<file path="config.mk">
export PLATFORM = sky130hd
export DESIGN_NAME = tsbw_ramp
export DESIGN_NICKNAME = d
export VERILOG_FILES = /design/src/rtl/tsbw_pkg.sv /design/src/rtl/tsbw_ramp.sv
export SDC_FILE = /design/constraint.sdc
export NUM_CORES = 2
export LEC_CHECK = 0
export ABC_CLOCK_PERIOD_IN_PS = 16790
export BUFFER_PORTS_ARGS = -buffer_cell sky130_fd_sc_hd__buf_2
export CORE_UTILIZATION = 50
export DETAILED_ROUTE_END_ITERATION = 7
export HOLD_SLACK_MARGIN = 0.15
export PLACE_DENSITY = 0.66
export RECOVER_POWER = 50
export SLEW_MARGIN = 15
export SYNTH_ARGS = -nofsm -noshare
export SYNTH_HDL_FRONTEND = slang
export SYNTH_SLANG_ARGS = --single-unit
</file>
<file path="constraint.sdc">
create_clock -name clk -period 16.79 [get_ports clk]
set_clock_uncertainty 0.15 [all_clocks]
set_input_delay 2.5185 -clock clk [delete_from_list [all_inputs] [get_ports clk]]
set_output_delay 2.5185 -clock clk [all_outputs]
set_load 0.005 [all_outputs]
</file>
<file path="src/rtl/tsbw_pkg.sv">
// Shared types and constants of the terrain splat blend weights unit
`timescale 1ns / 1ps
package tsbw_pkg;

  localparam int WW  = 16;
  localparam int HW  = 24;
  localparam int CW  = 24;
  localparam int IW  = 3;
  localparam int RXW = 27;
  localparam int RDW = 25;
  localparam int RQB = 15;
  localparam int NQB = 16;
  localparam int NRW = 31;
  localparam int NSW = 18;

  localparam logic [WW-1:0] W_ONE     = 16'd32768;
  localparam logic [16:0]   THREE_ONE = 17'd98304;

  typedef logic [IW-1:0] tsbw_idx_t;
  localparam tsbw_idx_t CFG_ROCK_LO   = 3'd0;
  localparam tsbw_idx_t CFG_ROCK_HI   = 3'd1;
  localparam tsbw_idx_t CFG_SNOW_LO   = 3'd2;
  localparam tsbw_idx_t CFG_SNOW_HI   = 3'd3;
  localparam tsbw_idx_t CFG_SAND_TOP  = 3'd4;
  localparam tsbw_idx_t CFG_SAND_WID  = 3'd5;

  typedef struct packed {
    logic            fixed;
    logic [WW-1:0]   tfix;
    logic [RDW-1:0]  rem;
    logic [RDW-1:0]  den;
    logic [RQB-1:0]  q;
  } tsbw_rdiv_t;

  typedef struct packed {
    logic [3:0][NRW-1:0] rem;
    logic [3:0][NQB-1:0] q;
    logic [NSW-1:0]      sum;
    logic                zero;
  } tsbw_ndiv_t;

endpackage

</file>
<file path="src/rtl/tsbw_ramp.sv">
// Pipelined smoothstep ramp: band setup, bit-serial divide stages, cubic
`timescale 1ns / 1ps
module tsbw_ramp import tsbw_pkg::*; (
  input  logic                  clk,
  input  logic                  rst_n,
  input  logic                  en,
  input  logic                  in_vld,
  input  logic signed [RXW-1:0] e0,
  input  logic signed [RXW-1:0] e1,
  input  logic signed [RXW-1:0] x,
  output logic                  out_vld,
  output logic [WW-1:0]         s
);

  function automatic tsbw_rdiv_t rdiv_step(tsbw_rdiv_t a);
    logic [RDW:0] r2;
    logic         ge;
    tsbw_rdiv_t   b;
    begin
      b  = a;
      r2 = {a.rem, 1'b0};
      ge = (r2 >= {1'b0, a.den});
      b.rem = ge ? RDW'(r2 - {1'b0, a.den}) : r2[RDW-1:0];
      b.q   = {a.q[RQB-2:0], ge};
      rdiv_step = b;
    end
  endfunction

  logic signed [RXW:0] n_raw, d_raw, n_abs, d_abs;
  tsbw_rdiv_t          st0_nxt;
  tsbw_rdiv_t          st_r   [0:RQB];
  tsbw_rdiv_t          st_nxt [1:RQB];
  logic [WW-1:0]       t_sel;
  logic [WW-1:0]       t_r;
  logic [31:0]         t2_r;
  logic [48:0]         prod;
  logic [WW-1:0]       s_r;
  logic                vld_r [0:RQB+2];

  always_comb begin
    n_raw = (RXW+1)'(x) - (RXW+1)'(e0);
    d_raw = (RXW+1)'(e1) - (RXW+1)'(e0);
    if (d_raw < 0) begin
      n_abs = -n_raw;
      d_abs = -d_raw;
    end else begin
      n_abs = n_raw;
      d_abs = d_raw;
    end
    st0_nxt.fixed = 1'b1;
    st0_nxt.tfix  = '0;
    st0_nxt.rem   = '0;
    st0_nxt.den   = d_abs[RDW-1:0];
    st0_nxt.q     = '0;
    if (e0 == e1) begin
      st0_nxt.tfix = (x < e0) ? '0 : W_ONE;
    end else if (n_abs <= 0) begin
      st0_nxt.tfix = '0;
    end else if (n_abs >= d_abs) begin
      st0_nxt.tfix = W_ONE;
    end else begin
      st0_nxt.fixed = 1'b0;
      st0_nxt.rem   = n_abs[RDW-1:0];
    end
  end

  always_comb begin
    for (int i = 1; i <= RQB; i++) begin
      st_nxt[i] = rdiv_step(st_r[i-1]);
    end
  end

  assign t_sel = st_r[RQB].fixed ? st_r[RQB].tfix : {1'b0, st_r[RQB].q};
  assign prod  = {17'b0, t2_r} * {32'b0, THREE_ONE - {t_r, 1'b0}};

  always_ff @(posedge clk) begin
    if (en) begin
      st_r[0] <= st0_nxt;
      for (int i = 1; i <= RQB; i++) begin
        st_r[i] <= st_nxt[i];
      end
      t_r  <= t_sel;
      t2_r <= {16'b0, t_sel} * {16'b0, t_sel};
      s_r  <= prod[45:30];
    end
  end

  always_ff @(posedge clk) begin
    if (!rst_n) begin
      for (int i = 0; i <= RQB+2; i++) begin
        vld_r[i] <= 1'b0;
      end
    end else if (en) begin
      vld_r[0] <= in_vld;
      for (int i = 1; i <= RQB+2; i++) begin
        vld_r[i] <= vld_r[i-1];
      end
    end
  end

  assign out_vld = vld_r[RQB+2];
  assign s       = s_r;

endmodule

</file>
==> impl_metrics.yaml <==
grt:
  antenna_found_initial: 5
  grt_pass1_wl_um: 294000
  grt_max_degree: 183
  grt_usage: 0.2279
  grt_pass1_vias: 54973
  grt_overflow_total: 0
sta:
  drv_slew: 493
  fmax_mhz: 90.00
  fin_crit_sh: 0.6617
  finalSetupViolCount: 0
  tightest_slew_ns: 5.951
  tns_ns: 0
  hold_viol: 0
  hold_ws_ns: 0.2328
  period_needed_ns: 11.11
  rsz0062_at_grt: "no"
  relSlewSlack: -2.967
detailed_routing:
  postRouteWirelength_um: 181400
  viasPerCell: 5.502
  wl_met1_um: 80700
  drtIter0Drc: 4047
  drtAntennaViolNets: 0
  dr_wl_met3_um: 9517
  top_layer_used: "met5"
  wl_per_cell_um: 18.28
  drc: 0
  firstDrtPassIters: 6
  vias: 54592
  wl_met2_um: 87110
critical_path:
  critPathKind: "primary input to flop"
  regToRegSetupSlack_ns: 7.37
  crit_required_ns: 16.97
  rr_endpoint: "s[15]"
  worstPathArrival_ns: 11.29
  cp_slowest_cell: "clkbuf_1"
  endpoint_kind: "flop"
  crit_chain: "clkbuf_1 -> clkbuf_1 -> buf_4 -> buf_4"
  ff2ff_path_depth: 30
  worstSetupStartpointType: "primary input"
  critPathTopFamily: "buffers and inverters"
  worstPathBufferInverterCount: 4
  critical_path.max_fanout: 103
  rr_startpoint: "t_r[0]"
  max_stage_delay_ns: 3.96
synth:
  yosysWarnings: 0
  synthAdderAreaFrac: 0.2562
  ys_ff_latch: 982
  synth-simple-area-share: 0.1282
  synthesis.area_um2: 79540
  synth_top_family_by_area: "adder cells"
  synth_edf_count: 982
  synthArstFlopShare: 0
  synth_ff_type: "edfxtp_1"
  synthCells: 7652
  synth-compound-area-share: 0.1051
  ys_types: 106
  synth_mux_area_frac: 0.02356
  seq_area_frac_synth: 0.3707
  synth_xor_area_frac: 0.04382
  syn_area_per_cell_um2: 10.39
floorplanning:
  die_area_um2: 160700
  die_w_um: 400.9
  rows: 146
  die_y_um: 400.9
  io_pins: 102
  start_util: 0.5028
  core-area_um2: 158200
place:
  gp_congestion: 0.9116
  dp_hpwl_um: 139400
  dpl.cell_count: 9723
  io_buffers: 101
  placed_cell_area_um2: 82600
min_path:
  hp-class: "flop to flop"
  hold_end: "st_r[1][327]"
  hp-start: "st_r[1][245]"
  min_path_cells: 0
clocking:
  cts_buffer_depth: 3
  cts_tree: "built"
  postCtsSetupRepairBufs: 0
  ctsResizeCount: 0
  htree_levels: 3
  clkTransAtPathRegs_ns: 0.06
  clock-root-buffer: "clkbuf_16"
  postCtsHoldBufs: 0
  clock_latency_ns: 0.74
  numCtsBuffers: 107
  clock_sinks: 982
final_layout:
  nets: 9120
  drive_gt1_frac: 0.07299
  final_area_um2: 86190
  area_growth_pct: 8.351
  instances_no_fill: 9923
  final_common_cell: "inv_1"
  layout_common_cells: "inv_1, edfxtp_1, nand2_1, ha_1, fa_1"
run:
  drv_cap: 7
outcome:
  status: "complete, but fails checks"
  violations: "capacitance limit, slew limit"
## metal layers
metal / vias up / global-route usage
li1: 26194 / -
met1: 26797 / 0.3140
met2: 1346 / 0.3820
met3: 253 / 0.02907
met4: 2 / 0.05552
met5: - / 0
## final cells by class
class	instances	area, um^2
inverters	1318	4947
clock inverters	78	854.6
multi-input cells	5189	44580
clock buffers	121	2815
well taps	2072	2592
diodes	1	2.502
repair buffers	162	900.9
fillers	13700	72010
flip-flops and latches	982	29490
## stage by stage
step	worst slack [ns]	util
finish	5.679	0.5448
global route	4.793	0.5448
CTS	7.358	0.5453
detailed placement	7.160	0.5221
global placement	7.341	0.5221
floorplan	8.383	-
## cell usage after synthesis, drive strengths merged, types with 88 or more instances
| master | number | area share |
|---|---|---|
| a21o | 165 | 0.016 |
| a21oi | 336 | 0.021 |
| and2 | 230 | 0.018 |
| clkbuf | 163 | 0.0077 |
| edfxtp | 982 | 0.37 |
| fa | 590 | 0.15 |
| ha | 685 | 0.11 |
| inv | 1317 | 0.062 |
| mux2 | 154 | 0.022 |
| nand2 | 705 | 0.033 |
| nand2b | 88 | 0.0070 |
| nor2 | 394 | 0.019 |
| nor2b | 91 | 0.0072 |
| nor3 | 105 | 0.0069 |
| o21ai | 304 | 0.019 |
| xnor2 | 255 | 0.028 |
| xor2 | 143 | 0.016 |
## sequential cells by signal, summed over array words and instances, names as in the netlist
name   cells
st_r     902
vld_r     18
t2_r      30
s         16
t_r       16
## worst max-delay path by stage
stage / from / to / slack [ns] / cells after the start
5_1_grt: en / st_r[1][443] / 4.79 / 4
6_report: en / st_r[1][443] / 5.68 / 4
3_3_place_gp: e1[0] / st_r[0][81] / 7.34 / 25
2_1_floorplan: e1[0] / st_r[0][47] / 8.38 / 25
3_5_place_dp: e1[0] / st_r[0][81] / 7.16 / 25
4_1_cts: t_r[0] / s[15] / 7.36 / 30
## cell families after synthesis
group                    after synthesis
buffers and inverters               1511
adder cells (fa/ha/maj)             1275
other                                  2
AND/OR/NAND/NOR                     2034
multiplexers                         168
XOR/XNOR                             398
flip-flops                           982
AO/OA/AOI/OAI                       1282
## worst register-to-register path, delay by kind of cell (launching register included)
| kind | cells | cell delay (ns) |
|---|---|---|
| simple gates | 6 | 1.18 |
| xor+xnor | 2 | 0.81 |
| flops | 1 | 0.33 |
| compound gates | 8 | 1.81 |
| buf+inv | 6 | 1.14 |
| fa+ha+maj | 8 | 3.71 |
Power is left out: the tool's default activity adds up to more than one toggle a clock period on the data nets, which glitch-free logic cannot reach.
