===== src/rtl/tsbw_pkg.sv =====
// Shared types and constants of the terrain splat blend weights unit
`timescale 1ns / 1ps
package tsbw_pkg;

  localparam int WW  = 16;
  localparam int HW  = 24;
  localparam int CW  = 24;
  localparam int IW  = 3;
  localparam int RXW = 27;
  localparam int RDW = 25;
  localparam int RQB = 15;
  localparam int NQB = 16;
  localparam int NRW = 31;
  localparam int NSW = 18;

  localparam logic [WW-1:0] W_ONE     = 16'd32768;
  localparam logic [16:0]   THREE_ONE = 17'd98304;

  typedef logic [IW-1:0] tsbw_idx_t;
  localparam tsbw_idx_t CFG_ROCK_LO   = 3'd0;
  localparam tsbw_idx_t CFG_ROCK_HI   = 3'd1;
  localparam tsbw_idx_t CFG_SNOW_LO   = 3'd2;
  localparam tsbw_idx_t CFG_SNOW_HI   = 3'd3;
  localparam tsbw_idx_t CFG_SAND_TOP  = 3'd4;
  localparam tsbw_idx_t CFG_SAND_WID  = 3'd5;

  typedef struct packed {
    logic            fixed;
    logic [WW-1:0]   tfix;
    logic [RDW-1:0]  rem;
    logic [RDW-1:0]  den;
    logic [RQB-1:0]  q;
  } tsbw_rdiv_t;

  typedef struct packed {
    logic [3:0][NRW-1:0] rem;
    logic [3:0][NQB-1:0] q;
    logic [NSW-1:0]      sum;
    logic                zero;
  } tsbw_ndiv_t;

endpackage


===== src/rtl/tsbw_mix.sv =====
// Weight mixing: rock, gated snow and sand, clamped grass and weight sum
`timescale 1ns / 1ps
module tsbw_mix import tsbw_pkg::*; (
  input  logic           clk,
  input  logic           rst_n,
  input  logic           en,
  input  logic           in_vld,
  input  logic [WW-1:0]  sr,
  input  logic [WW-1:0]  ss,
  input  logic [WW-1:0]  sd,
  output logic           out_vld,
  output logic [3:0][WW-1:0] w,
  output logic [NSW-1:0] sum
);

  logic [WW-1:0]  rock_a_r, snow_a_r, fall_a_r, nrock_a_r;
  logic [31:0]    snow_prod;
  logic [31:0]    p_b_r;
  logic [WW-1:0]  rock_b_r, snow_b_r, nsnow_b_r;
  logic [47:0]    sand_prod;
  logic [WW-1:0]  rock_c_r, snow_c_r, sand_c_r;
  logic signed [18:0] g;
  logic [WW-1:0]  grass;
  logic [3:0][WW-1:0] w_r;
  logic [NSW-1:0] sum_r;
  logic [3:0]     vld_r;

  assign snow_prod = {16'b0, ss} * {16'b0, sr};
  assign sand_prod = {16'b0, p_b_r} * {32'b0, nsnow_b_r};

  always_comb begin
    g = 19'(W_ONE) - 19'(rock_c_r) - 19'(snow_c_r) - 19'(sand_c_r);
    grass = (g < 0) ? '0 : g[WW-1:0];
  end

  always_ff @(posedge clk) begin
    if (en) begin
      rock_a_r  <= W_ONE - sr;
      nrock_a_r <= sr;
      snow_a_r  <= snow_prod[30:15];
      fall_a_r  <= W_ONE - sd;
      p_b_r     <= {16'b0, fall_a_r} * {16'b0, nrock_a_r};
      rock_b_r  <= rock_a_r;
      snow_b_r  <= snow_a_r;
      nsnow_b_r <= W_ONE - snow_a_r;
      rock_c_r  <= rock_b_r;
      snow_c_r  <= snow_b_r;
      sand_c_r  <= sand_prod[45:30];
      w_r[0]    <= grass;
      w_r[1]    <= rock_c_r;
      w_r[2]    <= snow_c_r;
      w_r[3]    <= sand_c_r;
      sum_r     <= NSW'(grass) + NSW'(rock_c_r) + NSW'(snow_c_r) + NSW'(sand_c_r);
    end
  end

  always_ff @(posedge clk) begin
    if (!rst_n) begin
      vld_r <= '0;
    end else if (en) begin
      vld_r <= {vld_r[2:0], in_vld};
    end
  end

  assign out_vld = vld_r[3];
  assign w       = w_r;
  assign sum     = sum_r;

endmodule


===== config.mk =====
export PLATFORM = sky130hd
export DESIGN_NAME = tsbw_mix
export DESIGN_NICKNAME = d
export VERILOG_FILES = /design/src/rtl/tsbw_pkg.sv /design/src/rtl/tsbw_mix.sv
export SDC_FILE = /design/constraint.sdc
export NUM_CORES = 2
export LEC_CHECK = 0
export BUFFER_PORTS_ARGS = -buffer_cell sky130_fd_sc_hd__buf_4
export CORE_ASPECT_RATIO = 1.75
export CORE_MARGIN = 2
export CORE_UTILIZATION = 65
export DETAILED_ROUTE_END_ITERATION = 8
export GPL_TIMING_DRIVEN = 0
export PLACE_DENSITY = 0.88
export SLEW_MARGIN = 40
export SYNTH_ARGS = -nofsm -noshare
export SYNTH_HDL_FRONTEND = slang
export SYNTH_SLANG_ARGS = --single-unit

===== constraint.sdc =====
create_clock -name clk -period 13.6 [get_ports clk]
set_clock_uncertainty 0.1 [all_clocks]
set_input_delay 0.68 -clock clk [delete_from_list [all_inputs] [get_ports clk]]
set_output_delay 0.68 -clock clk [all_outputs]
set_load 0.01 [all_outputs]

==> results.txt <==
----------------------------------------------------
[Critical path]
  Largest stage delay on the critical path ... 0.77 ns
  Depth of the worst register-to-register path ... 22
  Largest delay share family, worst path ... adder cells
  First element of the critical path ... p_b_r[24]
  Data arrival at the endpoint of the critical path ... between 8 and 9 ns
  Critical path, cell by cell ... clkbuf_1, nand2_1, fa_1, inv_1, fa_1, inv_1, fa_1, inv_1, fa_1, fa_1, inv_1, fa_1, inv_1, ha_1, a211oi_1, o21ai_0, a21oi_1, o21ai_1, a31oi_1, a21oi_1, o21ba_2, nor3_1
  Highest-delay cell along the critical path ... sky130_fd_sc_hd__edfxtp_1
  Reg2Reg Setup Slack ... ~5.5 ns
  Largest fanout on the critical path ... 10
  Buffers & Inverters on Critical Path ... 6
  Worst reg2reg path startpoint ... p_b_r[24]
  Type of the setup path with the least slack ... flip-flop to flip-flop
  Type of element capturing the critical path ... flip-flop
  Most used cell along the critical path ... sky130_fd_sc_hd__fa_1
  Kind of start point of the critical path ... flip-flop
  Critical path data required time ... roughly 14 ns
  Terminus of the critical flop-to-flop path ... sand_c_r[15]

[Global routing]
  Antenna violations before repair ... 4
  Number of global-route vias before repair ... approximately 35000
  Total routing usage reported by global routing ... 0.3799
  First-pass GRT wire length ... roughly 190000 µm
  Overflow after GRT ... 0
  Largest net degree at the start of global routing ... 85

[Clock tree]
  Post-CTS setup buffer count ... 0
  Htree depth ... 1
  Number of resized instances in the post-cts repair step ... 0
  Inserted Clock Buffers ... 28
  Clock tree from TritonCTS ... done
  Sinks on the clock net ... between 200 and 300
  # hold bufs at CTS ... 0
  Buffer levels on the longest clock path ... 3
  Clock slew at reported path FFs ... roughly 0.070 ns
  Clock Root Buffer ... sky130_fd_sc_hd__clkbuf_16
  Later-pin clock latency in the skew report ... 0.60 ns

[Synthesis]
  Post-synthesis instance area ... ~43000 µm²
  Number of distinct library cell variants in the gate-level netlist after synthesis ... a little over 70
  Simple-Gate Fraction of Synth Area ... 0.1465
  Post-Syn Instances ... 4355
  Proportion of synthesized chip area in sequential cells ... 0.1906
  Fraction of the mapped netlist area in compound gates ... 0.03854
  Post-synth top flop ... sky130_fd_sc_hd__edfxtp_1
  Synthesized-area fraction occupied by xor and xnor cells ... 0.02975
  Share of flip-flops with an asynchronous set or reset after synthesis ... 0
  Number of enable-type register cells in the synthesized netlist ... ~270
  Synthesis-stage register bit count ... 276
  Multiplexer fraction of the synthesized cell area ... 0.001446
  Yosys Warn Count ... 0
  Largest family of logic cells by synthesized area ... adder cells
  Adder-cell share of the synthesized area ... 0.4927
  Average cell area after synthesis ... 9.937 µm²
  Number of nets in the synthesized netlist ... roughly 5600

[Status]
  Outcome ... finished clean

[Cells and area]
  Leading cell types in the layout, fill and taps excluded ... sky130_fd_sc_hd__inv_1, sky130_fd_sc_hd__fa_1, sky130_fd_sc_hd__nand2_1
  Filler Cells Inserted ... 4832
  Leading cell type in the layout, fill and taps excluded ... sky130_fd_sc_hd__inv_1
  Final net count ... a little under 6000
  Share of layout cells above drive strength 1 ... 0.04664
  Area growth from synthesis to layout ... 7.471%
  Filler-free cell count of the finished design ... between 5000 and 6000

[Timing]
  Final setup fails ... 0
  Number of endpoints with negative hold slack in the final report ... 0
  Setup TNS Final ... 0 ns
  Fmax achieved ... between 0.1 and 0.15 GHz
  Minimum clock period ... ~8.1 ns
  Final number of max-transition violations ... 0
  Slew HR ... 0.3726
  Setup repair after global routing missed its margin ... no
  Period utilization ... 0.5965
  Transition time at the pin with the least slew margin ... between 0.9 and 1 ns
  Final setup slack of the worst path ... approximately 5.5 ns

[Place]
  Routability-driven placement congestion ratio ... ~1.1
  Estimated wirelength of the detail-placed design ... between 100000 and 150000 µm
  I/O Buffers ... around 130
  Minimum setup slack after placement ... 5.631 ns
  Cell count after placement ... around 5400

[Die]
  Io pins ... between 100 and 150
  Std cell rows ... approximately 130
  Effective utilization at floorplan ... 0.6541
  Overall die height ... 345.3 µm
  Total die area ... about 69000 µm²
  Die span in x ... around 200 µm
  Area inside the core boundary ... between 60000 and 70000 µm²

[Detailed routing]
  Wire per inst ... between 20 and 25 µm
  Via Count ... around 32000
  Routed metal-1 wire length ... roughly 38000 µm
  Post-DRT Antenna Nets ... 0
  DRC violations left ... 0
  Routed length on met2 ... 63260 µm
  Met3 Routed Length ... 9133 µm
  Number of DRC violations after detailed-routing iteration 0 ... 2100
  Vias per std cell ... about 6
  Highest metal layer with signal wires ... met4
  Final wirelength ... between 100000 and 150000 µm
  Detailed-router iteration count before antenna repair ... 6

[Min path]
  Classification of the worst-slack hold path ... primary input to flip-flop
  Capture endpoint of the worst hold path ... fall_a_r[0]
  Hold Crit Start ... sd[0]
  Cell count of the worst hold path ... 1

[Job]
  Number of maximum-capacitance violations ... 0

----------------------------------------------------
==> metal layers <==
layer  vias up  GRT usage
li1      13478          -
met1     15908     0.3812
met2      1768     0.6543
met3       769    0.06846
met4         0     0.3555
met5         -          0
==> kinds of logic after synthesis <==
kind of cell,after synthesis
AND/OR/NAND/NOR,1325
adder cells (fa/ha/maj),1194
buffers and inverters,1157
flip-flops,276
AO/OA/AOI/OAI,250
XOR/XNOR,147
multiplexers,6
==> per-stage QoR <==
| step | hold slack [ns] | util | instance area [µm²] |
|---|---|---|---|
| floorplan | 0.3003 | - | 43280 |
| global placement | 0.3007 | 0.6862 | 45390 |
| detailed placement | 0.3045 | 0.6880 | 45520 |
| CTS | 0.1574 | 0.7028 | 46500 |
| global route | 0.1485 | 0.7029 | 46500 |
| finish | 0.1815 | 0.7030 | 46510 |
==> final cells by class <==
type,count,area [µm²],share of cell area
Antenna cell,5,12.51,0.0002690
Buffer,162,621.8,0.01337
Clock buffer,31,711.9,0.01531
Clock inverter,21,267.8,0.005757
Inverter,995,3735,0.08030
Multi-Input combinational cell,2922,30680,0.6596
Sequential cell,276,8248,0.1773
Tap cell,889,1112,0.02392
Timing Repair Buffer,138,1124,0.02416
==> synthesized netlist by cell type, types with 5 or more instances <==
master / n / area share
sky130_fd_sc_hd__nand2b_1: 19 / 0.0027
sky130_fd_sc_hd__a211o_1: 7 / 0.0014
sky130_fd_sc_hd__nand3_1: 20 / 0.0023
sky130_fd_sc_hd__edfxtp_1: 272 / 0.19
sky130_fd_sc_hd__or3_1: 8 / 0.0012
sky130_fd_sc_hd__xnor2_1: 100 / 0.020
sky130_fd_sc_hd__a21o_1: 25 / 0.0043
sky130_fd_sc_hd__nor3_1: 37 / 0.0043
sky130_fd_sc_hd__nand4_1: 12 / 0.0017
sky130_fd_sc_hd__o21a_1: 13 / 0.0023
sky130_fd_sc_hd__xor2_1: 47 / 0.0095
sky130_fd_sc_hd__nor2b_1: 17 / 0.0025
sky130_fd_sc_hd__a211oi_1: 11 / 0.0019
sky130_fd_sc_hd__nand2_1: 708 / 0.061
sky130_fd_sc_hd__o21bai_1: 10 / 0.0017
sky130_fd_sc_hd__a21oi_1: 87 / 0.010
sky130_fd_sc_hd__ha_1: 344 / 0.099
sky130_fd_sc_hd__o21ai_0: 39 / 0.0045
sky130_fd_sc_hd__nor2_1: 73 / 0.0063
sky130_fd_sc_hd__nor4_1: 16 / 0.0023
sky130_fd_sc_hd__and2_1: 377 / 0.054
sky130_fd_sc_hd__inv_1: 995 / 0.086
sky130_fd_sc_hd__a31oi_1: 5 / 0.00072
sky130_fd_sc_hd__clkbuf_1: 157 / 0.014
sky130_fd_sc_hd__o211ai_1: 8 / 0.0014
sky130_fd_sc_hd__fa_1: 850 / 0.39
sky130_fd_sc_hd__or4_1: 5 / 0.00087
sky130_fd_sc_hd__and3_1: 11 / 0.0016
==> registers in the layout (all words and copies together), names as in the netlist <==
| register | flops |
|---|---|
| snow_c_r | 16 |
| w | 64 |
| rock_b_r | 16 |
| sand_c_r | 16 |
| snow_b_r | 16 |
| p_b_r | 32 |
| rock_a_r | 16 |
| snow_a_r | 16 |
| fall_a_r | 16 |
| rock_c_r | 16 |
| vld_r | 4 |
| sum | 18 |
| nsnow_b_r | 15 |
| nrock_a_r | 15 |
==> worst register-to-register path: stages (launching register included) <==
cell and delay [ns]:
sky130_fd_sc_hd__edfxtp_1 0.77, sky130_fd_sc_hd__clkbuf_1 0.70, sky130_fd_sc_hd__nand2_1 0.19, sky130_fd_sc_hd__fa_1 0.59, sky130_fd_sc_hd__inv_1 0.05, sky130_fd_sc_hd__fa_1 0.50
sky130_fd_sc_hd__inv_1 0.06, sky130_fd_sc_hd__fa_1 0.51, sky130_fd_sc_hd__inv_1 0.06, sky130_fd_sc_hd__fa_1 0.51, sky130_fd_sc_hd__fa_1 0.52, sky130_fd_sc_hd__inv_1 0.05
sky130_fd_sc_hd__fa_1 0.50, sky130_fd_sc_hd__inv_1 0.05, sky130_fd_sc_hd__ha_1 0.19, sky130_fd_sc_hd__a211oi_1 0.22, sky130_fd_sc_hd__o21ai_0 0.13, sky130_fd_sc_hd__a21oi_1 0.48
sky130_fd_sc_hd__o21ai_1 0.36, sky130_fd_sc_hd__a31oi_1 0.61, sky130_fd_sc_hd__a21oi_1 0.27, sky130_fd_sc_hd__o21ba_2 0.26, sky130_fd_sc_hd__nor3_1 0.22
==> worst max-delay path by stage <==
stage,to,cells after the start,slack [ns]
4_1_cts,sand_c_r[15],22,5.60
2_1_floorplan,snow_a_r[13],21,7.17
3_3_place_gp,sand_c_r[1],22,5.71
6_report,sand_c_r[15],22,5.49
5_1_grt,sand_c_r[14],22,5.44
3_5_place_dp,snow_a_r[13],21,5.63
Power is not shown: default switching activity piles up to over one toggle a cycle in this logic, so the estimate is an artifact.
